## src/hw/rtl/mbt_pkg.sv

```systemverilog
`timescale 1ns / 1ps
`default_nettype none

package mbt_pkg;

    // Number format: signed Q8.24 in one 32-bit word.
    localparam int DATA_W = 32;
    localparam int Q_FRAC = 24;
    localparam logic signed [31:0] Q_ONE = 32'sd16777216;

    // Default sizes of the network.
    localparam int HIDDEN_LAYERS_DEF = 2;
    localparam int MAX_WIDTH_DEF = 16;

    // Item operations.
    localparam logic [1:0] OP_WRITE_WEIGHT = 2'd0;
    localparam logic [1:0] OP_WRITE_BIAS   = 2'd1;
    localparam logic [1:0] OP_PREDICT      = 2'd2;
    localparam logic [1:0] OP_TRAIN        = 2'd3;

    // Configuration register indexes.
    localparam logic REG_HIDDEN_WIDTH  = 1'b0;
    localparam logic REG_LEARNING_RATE = 1'b1;

    localparam logic [4:0]  HIDDEN_WIDTH_RST  = 5'd16;
    localparam logic [24:0] LEARNING_RATE_RST = 25'd167772;

    // Clamp a wide signed value to one signed 32-bit word.
    function automatic logic signed [31:0] sat_to_word(input logic signed [63:0] v);
        logic signed [31:0] r;
        if (v > 64'sd2147483647) begin
            r = 32'sh7FFF_FFFF;
        end else if (v < -64'sd2147483648) begin
            r = 32'sh8000_0000;
        end else begin
            r = v[31:0];
        end
        return r;
    endfunction

endpackage

`default_nettype wire

```

## src/hw/rtl/mbt_mac.sv

```systemverilog
`timescale 1ns / 1ps
`default_nettype none

module mbt_mac (
    input  wire logic               i_clk,
    input  wire logic signed [31:0] i_a,
    input  wire logic signed [31:0] i_b,
    output logic signed [31:0]      o_q
);

    import mbt_pkg::*;

    logic signed [63:0] r_p;
    logic signed [64:0] rnd;

    // Full product, then round to nearest (ties upward) and saturate.
    assign rnd = {r_p[63], r_p} + 65'sd8388608;

    always_ff @(posedge i_clk) begin
        r_p <= i_a * i_b;
        o_q <= sat_to_word({{(Q_FRAC-1){rnd[64]}}, rnd[64:Q_FRAC]});
    end

endmodule

`default_nettype wire

```

## config.mk

```make
export PLATFORM = sky130hd
export DESIGN_NAME = mbt_mac
export DESIGN_NICKNAME = d
export VERILOG_FILES = /design/src/hw/rtl/mbt_pkg.sv /design/src/hw/rtl/mbt_mac.sv
export SDC_FILE = /design/constraint.sdc
export NUM_CORES = 2
export LEC_CHECK = 0
export BUFFER_PORTS_ARGS = -buffer_cell sky130_fd_sc_hd__buf_4
export CAP_MARGIN = 10
export CORE_AREA = 8 8 346 180
export DETAILED_ROUTE_END_ITERATION = 10
export DIE_AREA = 0 0 354 188
export HOLD_SLACK_MARGIN = 0.15
export PLACE_DENSITY_LB_ADDON = 0.1
export RECOVER_POWER = 100
export SETUP_SLACK_MARGIN = 0.2
export SYNTH_ARGS = -nofsm -noshare
export SYNTH_HDL_FRONTEND = slang
export SYNTH_SLANG_ARGS = --single-unit
export TNS_END_PERCENT = 50
```

## constraint.sdc

```tcl
create_clock -name i_clk -period 9.5 [get_ports i_clk]
set_input_delay 0.475 -clock i_clk [delete_from_list [all_inputs] [get_ports i_clk]]
set_output_delay 0.475 -clock i_clk [all_outputs]
set_load 0.02 [all_outputs]
```

; ---- Word-level counts from Yosys, hierarchy flattened
; Index checks and enable logic that the tools add are counted.
[op_classes]
addsub = 1
n_mul = 1
div = 0
order_cmp = 2
n_eq_ne = 0
n_shift = 0
n_mux = 1
bitwise_logic = 0
reduce_logical = 0
[ops]
columns = op, n
row1 = adder 64 x 25 -> 65 bit (second input constant), 1
row2 = multiplier 32 x 32 -> 64 bit, 1
row3 = > comparator 41 x 32 -> 1 bit (second input constant), 1
row4 = less-than comparator 41 x 32 -> 1 bit (second input constant), 1
row5 = 2-to-1 mux 32 bit, 1
[word_totals]
reg_bits = 96
latch_bits = 0
mem_bits_rw = 0
mem_bits_ro = 0
in_bits = 65
wordCells = 7
n_memories = 0

; ---- Depth between registers and ports, before layout
[logic_depth]
ltp_word = 3
mapped_depth = 27
ltp_nobuf = 25

; ---- Least setup slack after synthesis
; No wires, ideal clock.
[synth_timing]
kind = input port to flip-flop
startpoint = input port i_a[31]
endpoint = register r_p[63]
arrival_ns = 7.963
slack_ns = 1.394
cell_stages = 26
path_buffers = 1
cell_sequence = clkbuf_1 > nand2_1 > inv_1 > fa_1 > inv_1 > fa_1 > fa_1 > inv_1 > fa_1 > inv_1 > fa_1 > inv_1 > fa_1 > inv_1 > fa_1 > inv_1 > fa_1 > ha_1 > nand2_1 > nor2_1 > and4_1 > a31oi_1 > or4b_2 > o211ai_1 > a2111o_1 > o211ai_1
[synth_via]
elab_chain_cells = 1
[synth_rtl]
columns = element, line_no
row1 = "start, declared", mbt_mac.sv:6  ; input wire logic signed [31:0] i_a,
row2 = multiplier 32 x 32 -> 64 bit, mbt_mac.sv:20  ; r_p <= i_a * i_b;
row3 = "end signal, assigned", mbt_mac.sv:20
row4 = "end, declared", mbt_mac.sv:13  ; logic signed [63:0] r_p;
; No other way between the ends.
; A chain may end at the register's enable or synchronous reset.

; ---- Final worst setup path
[layout_timing]
startpoint = input port i_b[2]
endpoint = register r_p[58]
[layout_via]
elab_chain_cells = 1
[layout_rtl]
columns = element, line_no
row1 = "start, declared", mbt_mac.sv:7  ; input wire logic signed [31:0] i_b,
row2 = multiplier 32 x 32 -> 64 bit, mbt_mac.sv:20
; No other way between the ends.

==> out/metrics.cfg <==
[run_status]
status=finished clean

[die]
die-area_um2=66600
die_h_um=188
io_pins=97
die_w_um=354
core_um2=57900
start_util_pct=65.6
rows=63

[synth]
ys.flop_type=dfxtp_1
synth_top_area_cell=fa_1
synth_top_area_share_pct=57.0
postSynthCellCount=4017
synthMuxAreaShare_pct=0.0264
yosys_warnings=0
synth_edf_count=0
seq_area_frac_synth_pct=3.85
async_flop_share_pct=0
ys_ff_latch=73
synth_xor_area_share_pct=1.89
netlist_area_um2=37900
synthesis.nets=5344
synth_area_leaders=fa_1 57%, inv_1 9.8%, and2_1 8.4%, ha_1 6.0%, nand2_1 5.3%
synth-compound-area-share_pct=3.27
synth_top_family_by_area=adder cells
yosys.area_share.simple_pct=16.0
avgSynthCellArea_um2=9.44
synth_fa_ha_area_share_pct=63.0
ys_types=63

[detailed_routing]
post_drt_wl_per_cell_um=25.1
vias=27155
via_per_inst=5.75
wl_um=118000
ant_nets=0
drt_pass1_iterations=5
dr.first_iter.drc_count=2868
drcViolationCount=0

[clock_tree]
cts_setup_buffers=0
cts_tree=done
cts_root_buffer=clkbuf_16
clk_latency_ns=0.32
clkSinkCount=73
cts_resized=0
cts_hold_buf=0
cts_made_buffers=9
clockBufferDepth=2
cts-htree-levels=3
clkSlewWorstSetupHoldPaths_ns=0.05

[setup_path]
r2r_slack_ns=5.48
path_cells=buf_4 -> nand2_1 -> fa_1 -> fa_1 -> fa_1 -> fa_1 -> inv_1 -> fa_1 -> inv_1 -> fa_1 -> inv_1 -> fa_1 -> inv_1 -> fa_1 -> inv_1 -> ha_1 -> nand2_1 -> a2111oi_0 -> o311ai_0 -> a2111oi_0 -> nor3_1 -> o31ai_4 -> a31o_2 -> xor2_1
cpMostUsedCell=fa_1
critPathCaptureType=flop
timing.rr.start=r_p[31]
worst_r2r_endpoint=o_q[12]
worstRegToRegCells=9
slowest_delay_ns=0.93
crit_arrival_ns=9.31
critical_path_class=in2reg
path_max_fanout=32
crit_required_ns=9.75
worst-path-buf-inv=6
crit_family=adder cells
cpMaxStageDelayCell=a2111oi_0
start_kind=input port

[hold_path]
hold_depth=2
worstHoldStart=r_p[50]
min_to=o_q[26]
worstHoldPathType=reg2reg

[sta]
worst_pin_slew_ns=1.27
hold_violations=0
setup_viol=0
period_needed_ns=9.05
rsz0062_at_grt=no
setup_tns_ns=0
skew_ns=0.00689
fmax_ghz=0.110
relSlewSlack_pct=15.1
fin_crit_sh_pct=95.3
drv_slew=0

[grt]
grt_max_degree=33
grt_usage_pct=36.5
overflow=0
antenna_found_initial=3
grt_pass1_wl_um=183000
grt_pass1_vias=29133

[job]
drv_cap=0

[final_layout]
multi_input_area_um2=31900
drive_gt1_share_pct=2.61
num-nets-final=5262
fillers=4748
syn2layout_area_growth_pct=2.98
register_area_um2=1460

[placed_design]
place_hpwl_um=90600
portBuffers=96
place.gp.congestion=0.991

-- cells in the mapped netlist, types with 4 or more instances --
cell / n
buf_2: 4
a211oi_1: 9
and4_1: 4
nand2_1: 531
o211ai_1: 9
a21o_1: 8
nor2b_1: 6
ha_1: 181
nor3_1: 15
nor2_1: 62
o31ai_1: 4
dfxtp_1: 73
nand4_1: 16
a31oi_1: 8
o21bai_1: 9
a21oi_2: 4
xnor2_1: 54
xor2_1: 28
inv_1: 992
and2_1: 511
and3_1: 12
clkbuf_1: 195
a211o_1: 4
nand2b_1: 9
a21oi_1: 88
o21ai_0: 23
fa_1: 1081
nand3_1: 22
o21a_1: 4
-- layout make-up --
| type | count | area share (%) |
|---|---|---|
| Timing Repair Buffer | 109 | 1.80 |
| Antenna cell | 2 | 0.0128 |
| Clock inverter | 3 | 0.0448 |
| Clock buffer | 12 | 0.631 |
| Inverter | 993 | 9.54 |
| Sequential cell | 73 | 3.74 |
| Tap cell | 780 | 2.50 |
| Multi-Input combinational cell | 2749 | 81.7 |
-- flip-flops by register name, indices dropped and copies added, names as in the netlist --
register  count
r_p          41
o_q          32
-- layout by cell type, fill, tap and decap left out, drive strengths merged, types with 2 or more instances in the layout --
cell type     n
o31ai         5
xor2         28
a31o          2
nor4          5
clkinv        3
diode         2
and4          4
a211o         4
and3         13
o211ai        9
dfxtp        73
nand2b        9
a21oi        92
fa         1081
nand2       531
o21bai        9
buf          76
nand4b        3
o21ai        27
inv         992
a211oi        9
or2           2
clkbuf       45
o21a          4
nor2b         6
a21o          9
ha          181
and2        511
a2111oi       3
or4           2
xnor2        54
a22oi         3
nor2         62
nand4        16
a221oi        3
nand3        23
a31oi         8
nor3         16
-- logic make-up (layout without fill, tap and decap cells) --
logic type,count (synthesis),in the layout
compound gates,197,197
flops,73,73
simple gates,1207,1207
xor+xnor,82,82
fa+ha+maj,1262,1262
buf+inv,1195,1117
mux,1,1
other cells,0,2
-- per-layer routing --
| layer | routed length, um | vias to the layer above | GRT usage [%] |
|---|---|---|---|
| met5 | 28 | - | 0 |
| met4 | 1950 | 4 | 4.96 |
| met3 | 24800 | 163 | 23.6 |
| met2 | 41900 | 2050 | 44.4 |
| met1 | 49700 | 13635 | 54.8 |
| li1 | - | 11303 | - |
-- worst max path at each step --
stage,startpoint,cells after the start,slack [ns],endpoint
after detailed placement,i_b[8],25,0.63,r_p[46]
after floorplan,i_a[31],26,1.39,r_p[63]
after global routing,i_b[2],24,0.39,r_p[58]
final,i_b[2],24,0.45,r_p[58]
after CTS,i_b[8],25,0.98,r_p[46]
after global placement,i_b[8],25,0.63,r_p[46]
-- tightest hold or removal path, cell delays in order, from the launching register on --
cell     delay, ns
dfxtp_1       0.33
xnor2_1       0.12
a21oi_1       0.07
-- per-stage QoR --
stage	worst slack [ns]	util (%)	cell area (um2)	hold WS [ns]	instances
floorplan	1.39	-	37900	0.524	4017
global placement	0.632	67.3	38900	0.548	4703
detailed placement	0.633	67.3	38900	0.559	4703
CTS	0.983	67.8	39200	0.568	4718
global route	0.394	67.5	39100	0.593	4719
finish	0.446	67.5	39100	0.569	4721
Power is not shown: default switching activity piles up to over one toggle a cycle in this logic, so the estimate is an artifact.
