--- config.mk ---
export PLATFORM = sky130hd
export DESIGN_NAME = mbt_ram
export DESIGN_NICKNAME = d
export VERILOG_FILES = /design/src/hw/rtl/mbt_ram.sv
export SDC_FILE = /design/constraint.sdc
export NUM_CORES = 1
export LEC_CHECK = 0
export BUFFER_PORTS_ARGS = -buffer_cell sky130_fd_sc_hd__buf_2
export CORE_MARGIN = 2
export CORE_UTILIZATION = 30
export DETAILED_ROUTE_END_ITERATION = 10
export SLEW_MARGIN = 40
export SYNTH_ARGS = -nofsm -noshare
export SYNTH_HDL_FRONTEND = slang
export SYNTH_SLANG_ARGS = --single-unit
--- constraint.sdc ---
create_clock -name i_clk -period 5.34 [get_ports i_clk]
set_clock_uncertainty 0.1 [all_clocks]
set_input_delay 1.068 -clock i_clk [delete_from_list [all_inputs] [get_ports i_clk]]
set_output_delay 1.068 -clock i_clk [all_outputs]
set_load 0.03 [all_outputs]
--- src/hw/rtl/mbt_ram.sv ---
`timescale 1ns / 1ps
`default_nettype none

module mbt_ram #(
    parameter int WIDTH = 32,
    parameter int DEPTH = 16
) (
    input  wire logic                     i_clk,
    input  wire logic                     i_we,
    input  wire logic [$clog2(DEPTH)-1:0] i_waddr,
    input  wire logic [WIDTH-1:0]         i_wdata,
    input  wire logic [$clog2(DEPTH)-1:0] i_raddr,
    output logic      [WIDTH-1:0]         o_rdata
);

    logic [WIDTH-1:0] r_mem [DEPTH];

    // One write port, one read port with registered data.
    always_ff @(posedge i_clk) begin
        if (i_we) begin
            r_mem[i_waddr] <= i_wdata;
        end
        o_rdata <= r_mem[i_raddr];
    end

endmodule

`default_nettype wire

; ---- Word level (Yosys, flattened, before mapping)
; Memories as Yosys holds them, arrays and structs flattened. A register that Yosys moved wholly into a read port is not among the register bits.
; Index checks and enable logic that the tools add are counted.
[op_classes]
n_mux = 2
[ops]
columns = cell, count
row1 = 1-bit 2-to-1 mux, 2
[word_totals]
elab_cells = 3
inputBits = 42
ramBits = 512
out_inout_bits = 32
n_memories = 1
ff_bits = 0
[memory_table]
columns = name, depth, width, rd, rd_ports_with_merged_regs, write_ports, line
row1 = r_mem, 16, 32, 1, 1, 1, 16  ; logic [WIDTH-1:0] r_mem [DEPTH];

; ---- Depth between registers and ports, before layout
; Gate-level depths: netlist of the first run.
[logic_depth]
word_depth = 2
mapped_depth = 5
ltp_nobuf = 3

; ---- Least setup slack after synthesis of the first run
; Ideal clock, no wire load.
[synth_path]
path_kind = input to register
start = input i_waddr[2]
end = memory r_mem[0][0] (enable)
arrival_ps = 3786
slack_ps = 992
required_time_ps = 4779
cell_stages = 2
path_buffers = 0
setup_time_ps = 461
cell_sequence = or3b_2 -> nor3_1
[synth_lines]
columns = element, line
row1 = "start, declared", 10  ; input wire logic [$clog2(DEPTH)-1:0] i_waddr,
row2 = "end, declared", 16
; No word-level cell before the write port.

; ---- Worst setup path in the final report of the first run
[layout_path]
start = input i_waddr[2]
end = memory r_mem[3][29] (enable)
; No word-level cell before the write port.

==> results of run 1 <==
==> final cells by class <==
cell class / count / area, um2 / share of cell area
flip-flops and latches: 544 / 16000 / 0.690
multi-input cells: 251 / 3750 / 0.162
clock inverters: 29 / 214 / 0.00922
well taps: 864 / 1080 / 0.0466
repair buffers: 104 / 703 / 0.0303
clock buffers: 68 / 1440 / 0.0619
==> through the flow <==
step                      total power (W)  worst slack, ps  utilization
after floorplan                   0.00517              992            -
final                             0.00885             2690        0.353
after CTS                         0.00894             2630        0.353
after global placement            0.00536             1970        0.327
after global routing              0.00916             2600        0.353
after detailed placement          0.00538             1990        0.328
==> power by group through the flow <==
stage / logic, W / clock network [W] / registers, W
2_1_floorplan: 0.000229 / 0 / 0.00494
3_3_place_gp: 0.000473 / 0 / 0.00489
3_5_place_dp: 0.000485 / 0 / 0.00490
4_1_cts: 0.000486 / 0.00365 / 0.00481
5_1_grt: 0.000516 / 0.00383 / 0.00481
6_report: 0.000477 / 0.00357 / 0.00480
==> how the worst max path moves through the flow <==
| stage | from | to | slack (ps) | depth (start not counted) |
|---|---|---|---|---|
| 2_1_floorplan | i_waddr[2] | r_mem[0][0]$_DFFE_PP_ | 990 | 2 |
| 3_3_place_gp | i_raddr[0] | o_rdata[17]$_DFF_P_ | 1970 | 5 |
| 3_5_place_dp | i_raddr[0] | o_rdata[22]$_DFF_P_ | 1990 | 5 |
| 4_1_cts | i_raddr[0] | o_rdata[22]$_DFF_P_ | 2630 | 5 |
| 5_1_grt | i_raddr[0] | o_rdata[20]$_DFF_P_ | 2600 | 6 |
| 6_report | i_waddr[2] | r_mem[3][29]$_DFFE_PP_ | 2690 | 4 |
==> flip-flops by register name (all words and copies together), names as in the netlist <==
name,cells
o_rdata,32
r_mem,512
==> critical path, delay by kind of cell <==
family        cells  cell delay, ps
simple gates      2            1220
buf+inv           2             500
==> logic make-up after synthesis <==
group | after synthesis | synth area share
and+or+nand+nor | 59 | 0.0127
AOI/OAI and AO/OA | 64 | 0.0242
muxes | 128 | 0.145
DFF | 544 | 0.807
buffers and inverters | 43 | 0.0112
==> per-layer routing <==
layer,GRT usage,wire [um],vias up
li1,-,-,3811
met1,0.192,20000,4918
met2,0.202,20800,271
met3,0.0249,2610,57
met4,0.0347,737,6
met5,0,32,-
==> cell usage in the layout (no fill, tap or decap), types with 3 or more instances in the layout <==
cell / instances
clkinv_2: 9
nand2_1: 33
mux4_2: 128
clkbuf_16: 55
buf_16: 3
buf_4: 26
bufinv_16: 3
dfxtp_1: 32
clkinv_1: 14
edfxtp_1: 512
clkbuf_1: 12
a22oi_1: 64
buf_2: 71
nor3_2: 4
nor2_4: 13
==> metrics.csv, run 1 <==
stage,metric,value,unit
outcome,status,"finished, final reports clean",
drt,drt_iter0_drc,963,
synth,ys_ff_latch,544,
setup_path,crit_path_end_kind,register,
power_and_ir_drop,seqPwrFrac,0.543,
power_and_ir_drop,power_leakage,7.33,nW
placement,port_buffers,73,
clock_tree,root_buffer,clkbuf_16,
setup_path,critPathArrivalTime,2820,ps
synth,synth_edf_count,512,
finish,drive_gt1_frac,0.325,
synth,synth_cell_types,18,
synth,synth_nets,880,
power_and_ir_drop,p_clk_frac,0.404,
synth,yosysTopAreaCell,edfxtp_1,
finish,finalNetCount,996,
finish,area_delta_synth_final,16.8,%
drt,avgViaCountPerCell,4.87,
sta,hold_violations,0,
global_route,grt_pass1_vias,9467,
floorplan,top_level_ports,74,
synth,synthesis.area,19900,um2
placement,dp.cells,1762,
drt,totalWireLength,44.2,mm
setup_path,critical_path.slowest_cell,nor2_4,
setup_path,timing_worst_setup_path_type,primary input to register,
floorplan,rows,94,
setup_path,setup.worst_path.start_class,primary input,
clock_tree,clockBufferDepth,3,
sta,holdWs,573,ps
finish,n_antenna_cell,0,
sta,worstMarginPinSlew,800,ps
power_and_ir_drop,ir_drop,0.224,mV
power_and_ir_drop,intPower,0.00698,W
clock_tree,ctsHoldBuffers,0,
drt,wl_per_cell,23.8,um
setup_path,path_cells,buf_2 > or3b_2 > nor2_4 > buf_4,
min_path,hold_depth,3,
setup_path,required,5510,ps
synth,synth_commonest_cells,"512 x edfxtp_1, 128 x mux4_2, 64 x a22oi_1, 33 x nand2_1, 32 x dfxtp_1",
global_route,grt_pass1_wl,65.0,mm
sta,slew_viol_final,0,
setup_path,r2r_end,o_rdata[19]$_DFF_P_,
sta,setup_tns,0,ps
power_and_ir_drop,powerDensity,382,nW/um2
clock_tree,postCtsSetupRepairBufs,0,
floorplan,dieArea,68300,um2
setup_path,r2r_cells,3,
finish,postLayoutCellArea,23200,um2
drt,drtAntennaViolNets,0,
sta,final.min_clock_period,2650,ps
placement,place_congestion,0.685,
global_route,grt_max_degree,61,
finish,nFillCells,6037,
synth,synth_top_cell_area_share,0.774,
global_route,antenna_found_initial,4,
floorplan,core_area,65600,um2
min_path,hold_end,o_rdata[1]$_DFF_P_,
setup_path,cpPeakStageDelay,630,ps
clock_tree,cts.sink_count,544,
clock_tree,clkLatencyLatePin,590,ps
placement,dpl_cell_area,21500,um2
clock_tree,cts.htree.levels,2,
floorplan,die_w,261,um
sta,rsz0062_at_grt,false,
run,cap_violations,0,
clock_tree,clkTransAtPathRegs,60,ps
global_route,grt_usage,0.131,
synth,ys_seq_area_frac,0.807,
clock_tree,cts_tree,yes,
clock_tree,cts.repair.resized,0,
power_and_ir_drop,p_comb_frac,0.054,
sta,relSlewSlack,0.466,
clock_tree,cts-buffers-inserted,53,
power_and_ir_drop,swShare,0.211,
setup_path,rrSetupSlack,3900,ps
power_and_ir_drop,switchingPower,0.00187,W
synth,ys.flop_type,edfxtp_1,
synth,synth.most_common_cell,edfxtp_1,
floorplan,die_h,261,um
global_route,grt_overflow,0,
synth,async_reset_ff_frac,0,
synth,synth_area_leaders,"edfxtp_1 77%, mux4_2 15%, dfxtp_1 3.2%, a22oi_1 2.4%, nand2_1 0.62%",
sta,timing.fmax,377,MHz
synth,synth.avg_cell_area,23.7,um2
sta,finalCritPeriodShare,0.497,
drt,first_pass_iters,5,
synth,syn_inst,838,
setup_path,cp_max_fo,19,
min_path,worstHoldStart,r_mem[14][1]$_DFFE_PP_,
floorplan,initial_core_util,0.303,
finish,stdcell_count,1860,
synth,synth_warnings,0,
setup_path,rr_startpoint,r_mem[3][19]$_DFFE_PP_,
drt,drc,0,
placement,hpwl,23.3,mm
sta,setup_viol,0,
drt,vias,9063,
min_path,hold_class,register to register,
No activity file was read; power rests on OpenSTA's default activity.
==> run 2: changes to the inputs <==
==> constraint.sdc (replaced) <==
create_clock -name i_clk -period 2.3 [get_ports i_clk]
set_clock_uncertainty 0.1 [all_clocks]
set_input_delay 0.46 -clock i_clk [delete_from_list [all_inputs] [get_ports i_clk]]
set_output_delay 0.46 -clock i_clk [all_outputs]
set_load 0.03 [all_outputs]
==> metrics.csv, run 2 (synthesized netlist as in run 1, its figures left out) <==
stage,metric,value,unit,change
setup_path,setup.worst_path.end,o_rdata[20],,
sta,finalCritPeriodShare,0.771,,
setup_path,crit_path_end_kind,output port,,
power_and_ir_drop,powerDensity,867,nW/um2,+130%
finish,area_delta_synth_final,18.9,%,
clock_tree,ctsHoldBuffers,0,,unchanged
clock_tree,clkTransAtPathRegs,60,ps,about the same
clock_tree,cts-buffers-inserted,52,,-1.9%
setup_path,r2r_cells,3,,unchanged
sta,setup_tns,0,ps,unchanged
finish,drive_gt1_frac,0.335,,+0.00969
sta,setup_viol,0,,unchanged
clock_tree,root_buffer,clkbuf_16,,
drt,vias,9050,,-0.14%
floorplan,die_w,261,um,unchanged
finish,reg_top3,"r_mem x512, o_rdata x32",,
floorplan,initial_core_util,0.303,,unchanged
sta,final.min_clock_period,1770,ps,
global_route,grt_pass1_wl,66.0,mm,+1.6%
global_route,grt_pass1_vias,9628,,+1.7%
finish,nFillCells,6013,,-0.40%
finish,layout_commonest_cell,edfxtp_1,,
drt,totalWireLength,45.4,mm,+2.6%
setup_path,cp-startpoint,o_rdata[20]$_DFF_P_,,
finish,regMostFlops,r_mem,,
power_and_ir_drop,power,0.0205,W,+130%
finish,multi_input_area,3780,um2,+0.73%
global_route,grt_overflow,0,,unchanged
setup_path,critical_path.slowest_cell,dfxtp_1,,
setup_path,cp_max_fo,1,,-18
setup_path,cp.depth,1,,-3
sta,timing.fmax,564,MHz,
sta,rsz0062_at_grt,false,,
run,cap_violations,0,,unchanged
clock_tree,cts.sink_count,544,,unchanged
placement,hpwl,23.1,mm,-1.2%
sta,hold_violations,0,,unchanged
floorplan,top_level_ports,74,,unchanged
outcome,status,"finished, final reports clean",,
drt,wl_per_cell,24.2,um,+1.9%
setup_path,rr_startpoint,r_mem[11][22]$_DFFE_PP_,,
setup_path,cpPeakStageDelay,400,ps,-230 ps
min_path,hold_class,primary input to register,,
sta,relSlewSlack,0.613,,+0.148
setup_path,setup.worst_path.start_class,register,,
clock_tree,cts.htree.levels,2,,unchanged
drt,first_pass_iters,5,,unchanged
sta,worstMarginPinSlew,580,ps,-220 ps
setup_path,critPathBufInv,1,,-1
finish,final_cell_mix,"512 x edfxtp_1, 128 x mux4_2, 71 x buf_2",,
clock_tree,clkLatencyLatePin,590,ps,about the same
drt,drt_iter0_drc,921,,-4.4%
setup_path,rrSetupSlack,850,ps,-3050 ps
global_route,grt_max_degree,61,,unchanged
clock_tree,cts_tree,yes,,
finish,finalNetCount,1008,,+1.2%
floorplan,dieArea,68300,um2,unchanged
clock_tree,postCtsSetupRepairBufs,0,,unchanged
placement,port_buffers,73,,unchanged
floorplan,core_area,65600,um2,unchanged
power_and_ir_drop,power_leakage,7.47,nW,+1.9%
setup_path,critPathArrivalTime,1210,ps,-1610 ps
finish,stdcell_count,1871,,+0.59%
drt,drc,0,,unchanged
setup_path,critPathTopFamily,flip-flops,,
setup_path,path_cells,buf_2,,
drt,drtAntennaViolNets,0,,unchanged
placement,dp.cells,1776,,+0.79%
setup_path,timing_worst_setup_path_type,register to output port,,
global_route,antenna_found_initial,4,,unchanged
clock_tree,clockBufferDepth,3,,unchanged
clock_tree,cts.repair.resized,0,,unchanged
drt,avgViaCountPerCell,4.84,,-0.73%
floorplan,die_h,261,um,unchanged
finish,largest_register_ffs,512,,unchanged
setup_path,r2r_end,o_rdata[22]$_DFF_P_,,
placement,place_congestion,0.697,,+1.7%
power_and_ir_drop,ir_drop,0.467,mV,+110%
setup_path,required,1740,ps,-3770 ps
sta,slew_viol_final,0,,unchanged
global_route,grt_usage,0.135,,+0.00349
floorplan,rows,94,,unchanged
finish,layout.area.seq,16000,um2,unchanged
sta,holdWs,148,ps,-425 ps
-- run 2: layout make-up --
cell class / instances / area share
antenna: 1 / 0.000106
clock buffer: 69 / 0.0617
clock inverter: 25 / 0.00689
multi-input combinational: 251 / 0.160
sequential: 544 / 0.678
tap: 864 / 0.0458
timing repair buffer: 117 / 0.0474
-- run 2: worst min path at each step --
stage,startpoint,to,cells past startpoint
after floorplan,i_wdata[0],r_mem[0][0]$_DFFE_PP_,0
after global placement,r_mem[12][11]$_DFFE_PP_,o_rdata[11]$_DFF_P_,3
after detailed placement,r_mem[14][9]$_DFFE_PP_,o_rdata[9]$_DFF_P_,3
after CTS,i_wdata[10],r_mem[12][10]$_DFFE_PP_,1
after global routing,i_wdata[10],r_mem[12][10]$_DFFE_PP_,1
final,i_wdata[10],r_mem[12][10]$_DFFE_PP_,1
-- run 2: layer usage --
metal | global-route usage | wire length, um | part of all wire
met1 | 0.188 | 19700 | 0.43
met3 | 0.0252 | 2790 | 0.061
met2 | 0.217 | 22100 | 0.49
met5 | 0 | 38 | 0.00084
met4 | 0.0360 | 778 | 0.017
-- run 2: report_power, final --
part	switching, W	internal [W]	leakage, nW
logic	0.000710	0.000461	1.78
clock network	0.00352	0.00464	0.792
registers	0.0000717	0.0111	4.89
-- run 2: per-stage QoR --
| stage | worst slack (ps) | cell area, um2 | utilization |
|---|---|---|---|
| finish | 526 | 23600 | 0.360 |
| global route | 473 | 23600 | 0.360 |
| CTS | 471 | 23600 | 0.360 |
| detailed placement | 192 | 22000 | 0.335 |
| global placement | 196 | 22000 | 0.335 |
| floorplan | -288 | 19900 | - |
==> run 3: changes to the inputs <==
==> constraint.sdc (replaced) <==
create_clock -name i_clk -period 1.4 [get_ports i_clk]
set_clock_uncertainty 0.1 [all_clocks]
set_input_delay 0.28 -clock i_clk [delete_from_list [all_inputs] [get_ports i_clk]]
set_output_delay 0.28 -clock i_clk [all_outputs]
set_load 0.03 [all_outputs]
==> metrics.csv, run 3 (synthesized netlist as in run 1, its figures left out) <==
stage,metric,value,unit,change
outcome,status,finished with violations,,
outcome,violations,setup timing,,
drt,drtAntennaViolNets,0,,unchanged
floorplan,core_area,65600,um2,unchanged
sta,setup_tns,-1200,ps,-1200 ps
floorplan,die_w,261,um,unchanged
finish,postLayoutCellArea,25300,um2,+7.3%
drt,totalWireLength,44.0,mm,-3.0%
finish,final_util,0.386,,+0.0263
finish,finalNetCount,1099,,+9.0%
global_route,grt_max_degree,33,,-46%
setup_path,rr_startpoint,r_mem[3][12]$_DFFE_PP_,,
clock_tree,postCtsSetupRepairBufs,0,,unchanged
floorplan,top_level_ports,74,,unchanged
placement,place_congestion,0.712,,+2.2%
clock_tree,root_buffer,clkbuf_16,,
floorplan,initial_core_util,0.303,,unchanged
setup_path,cp-startpoint,o_rdata[11]$_DFF_P_,,
setup_path,cp.depth,1,,unchanged
global_route,grt_overflow,0,,unchanged
clock_tree,clockBufferDepth,3,,unchanged
setup_path,r2r_end,o_rdata[12]$_DFF_P_,,
finish,stdcell_count,1969,,+5.2%
placement,dp_slack,-558,ps,-750 ps
placement,dp.cells,1832,,+3.2%
sta,hold_violations,0,,unchanged
setup_path,r2r_cells,3,,unchanged
finish,largest_register_ffs,512,,unchanged
setup_path,required,1020,ps,-720 ps
global_route,grt_pass1_vias,10000,,+4.3%
global_route,grtUsageMet3,0.0265,,+0.00136
setup_path,timing_worst_setup_path_type,register to output port,,
power_and_ir_drop,power_leakage,8.21,nW,+9.8%
sta,rsz0062_at_grt,true,,
floorplan,rows,94,,unchanged
setup_path,setup.worst_path.start_class,register,,
setup_path,rrSetupSlack,0,ps,-850 ps
sta,slew_viol_final,0,,unchanged
min_path,hold_class,primary input to register,,
clock_tree,clkLatencyLatePin,600,ps,about the same
sta,final.min_clock_period,1490,ps,
setup_path,critical_path.slowest_cell,dfxtp_4,,
clock_tree,cts.htree.levels,2,,unchanged
drt,drc,0,,unchanged
finish,area_delta_synth_final,27.6,%,
global_route,antenna_found_initial,2,,-2
global_route,use_met2,0.215,,-0.00294
setup_path,cpPeakStageDelay,370,ps,-30 ps
global_route,top_usage_layer,met2,,
finish,regMostFlops,r_mem,,
finish,final_cell_mix,"512 x edfxtp_1, 128 x mux4_2, 57 x clkbuf_16",,
run,cap_violations,0,,unchanged
setup_path,cp_max_fo,1,,unchanged
sta,worstMarginPinSlew,804,ps,+224 ps
global_route,met1_usage,0.179,,-0.00920
sta,timing.fmax,673,MHz,
floorplan,die_h,261,um,unchanged
power_and_ir_drop,powerDensity,1440,nW/um2,+66%
setup_path,path_cells,buf_6,,
power_and_ir_drop,ir_drop,0.999,mV,+110%
global_route,grt_usage,0.131,,-0.00411
drt,drt_iter0_drc,808,,-12%
clock_tree,clkTransAtPathRegs,60,ps,about the same
sta,setup_viol,33,,+33
setup_path,critPathTopFamily,flip-flops,,
drt,first_pass_iters,5,,unchanged
setup_path,setup.worst_path.end,o_rdata[11],,
drt,vias,9284,,+2.6%
setup_path,critPathBufInv,1,,unchanged
placement,hpwl,26.5,mm,+15%
sta,setup_slack,-86.5,ps,-612 ps
finish,drive_gt1_frac,0.431,,+0.0962
placement,dpl_cell_area,22600,um2,+3.0%
clock_tree,cts.sink_count,544,,unchanged
finish,layout_commonest_cell,edfxtp_1,,
drt,wl_per_cell,22.3,um,-7.9%
clock_tree,cts_tree,yes,,
floorplan,dieArea,68300,um2,unchanged
sta,relSlewSlack,0.463,,-0.150
sta,finalCritPeriodShare,1.06,,
setup_path,crit_path_end_kind,output port,,
clock_tree,cts-buffers-inserted,55,,+5.8%
min_path,hold_depth,4,,+3
drt,avgViaCountPerCell,4.72,,-2.5%
finish,reg_top3,"r_mem x512, o_rdata x32",,
setup_path,critPathArrivalTime,1110,ps,-100 ps
global_route,grt_pass1_wl,65.7,mm,-0.39%
placement,port_buffers,73,,unchanged
==> run 3: cell types whose count changed in the layout (fill, tap and decap cells not counted), moves of 9 or more <==
cell	before	now
buf_12	33	49
dlygate4sd3_1	0	32
buf_4	12	52
buf_2	71	39
a22oi_2	0	30
bufinv_16	2	11
dfxtp_2	0	30
buf_6	0	31
dfxtp_1	32	0
a22oi_1	64	34
==> run 3: what timing repair did <==
item,CTS,global route
pin swaps,3,2
hold buffers,32,0
endpoints found under the setup margin,46,52
gates resized for setup,113,17
endpoints found under the hold margin,512,0
==> run 3: area by class of cell <==
cell class / instances / area [um2]
fillers: 5842 / 40300
flip-flops and latches: 544 / 16100
multi-input cells: 251 / 3960
repair buffers: 205 / 2260
clock buffers: 69 / 1500
well taps: 864 / 1080
clock inverters: 35 / 472
diodes: 1 / 2.50
==> run 3: worst min-delay path by stage <==
stage                                     start                      end  slack, ps
after floorplan                      i_wdata[0]    r_mem[0][0]$_DFFE_PP_        280
after global placement              i_wdata[24]  r_mem[12][24]$_DFFE_PP_        550
after detailed placement  r_mem[7][7]$_DFFE_PP_       o_rdata[7]$_DFF_P_        560
after CTS                            i_raddr[2]      o_rdata[30]$_DFF_P_        140
after global routing                 i_raddr[2]      o_rdata[27]$_DFF_P_        180
final                                i_raddr[3]       o_rdata[2]$_DFF_P_        150
==> run 3: metrics by stage <==
step	hold slack [ps]	total power, W
after floorplan	279	0.0198
after global placement	551	0.0208
after detailed placement	558	0.0208
after CTS	142	0.0368
after global routing	180	0.0376
final	149	0.0365
==> run 3: layer usage <==
metal  vias to the layer above  part of all wire
li1                       4020                 -
met1                      4999              0.44
met2                       210              0.50
met3                        53             0.050
met4                         2             0.016
met5                         -           0.00030
==> run 3: power by group <==
group	total [W]	switching, W	internal [W]
Combinational	0.00236	0.00125	0.00110
Sequential	0.0184	0.000137	0.0182
Clock	0.0158	0.00611	0.00965
Total	0.0365	0.00750	0.0290
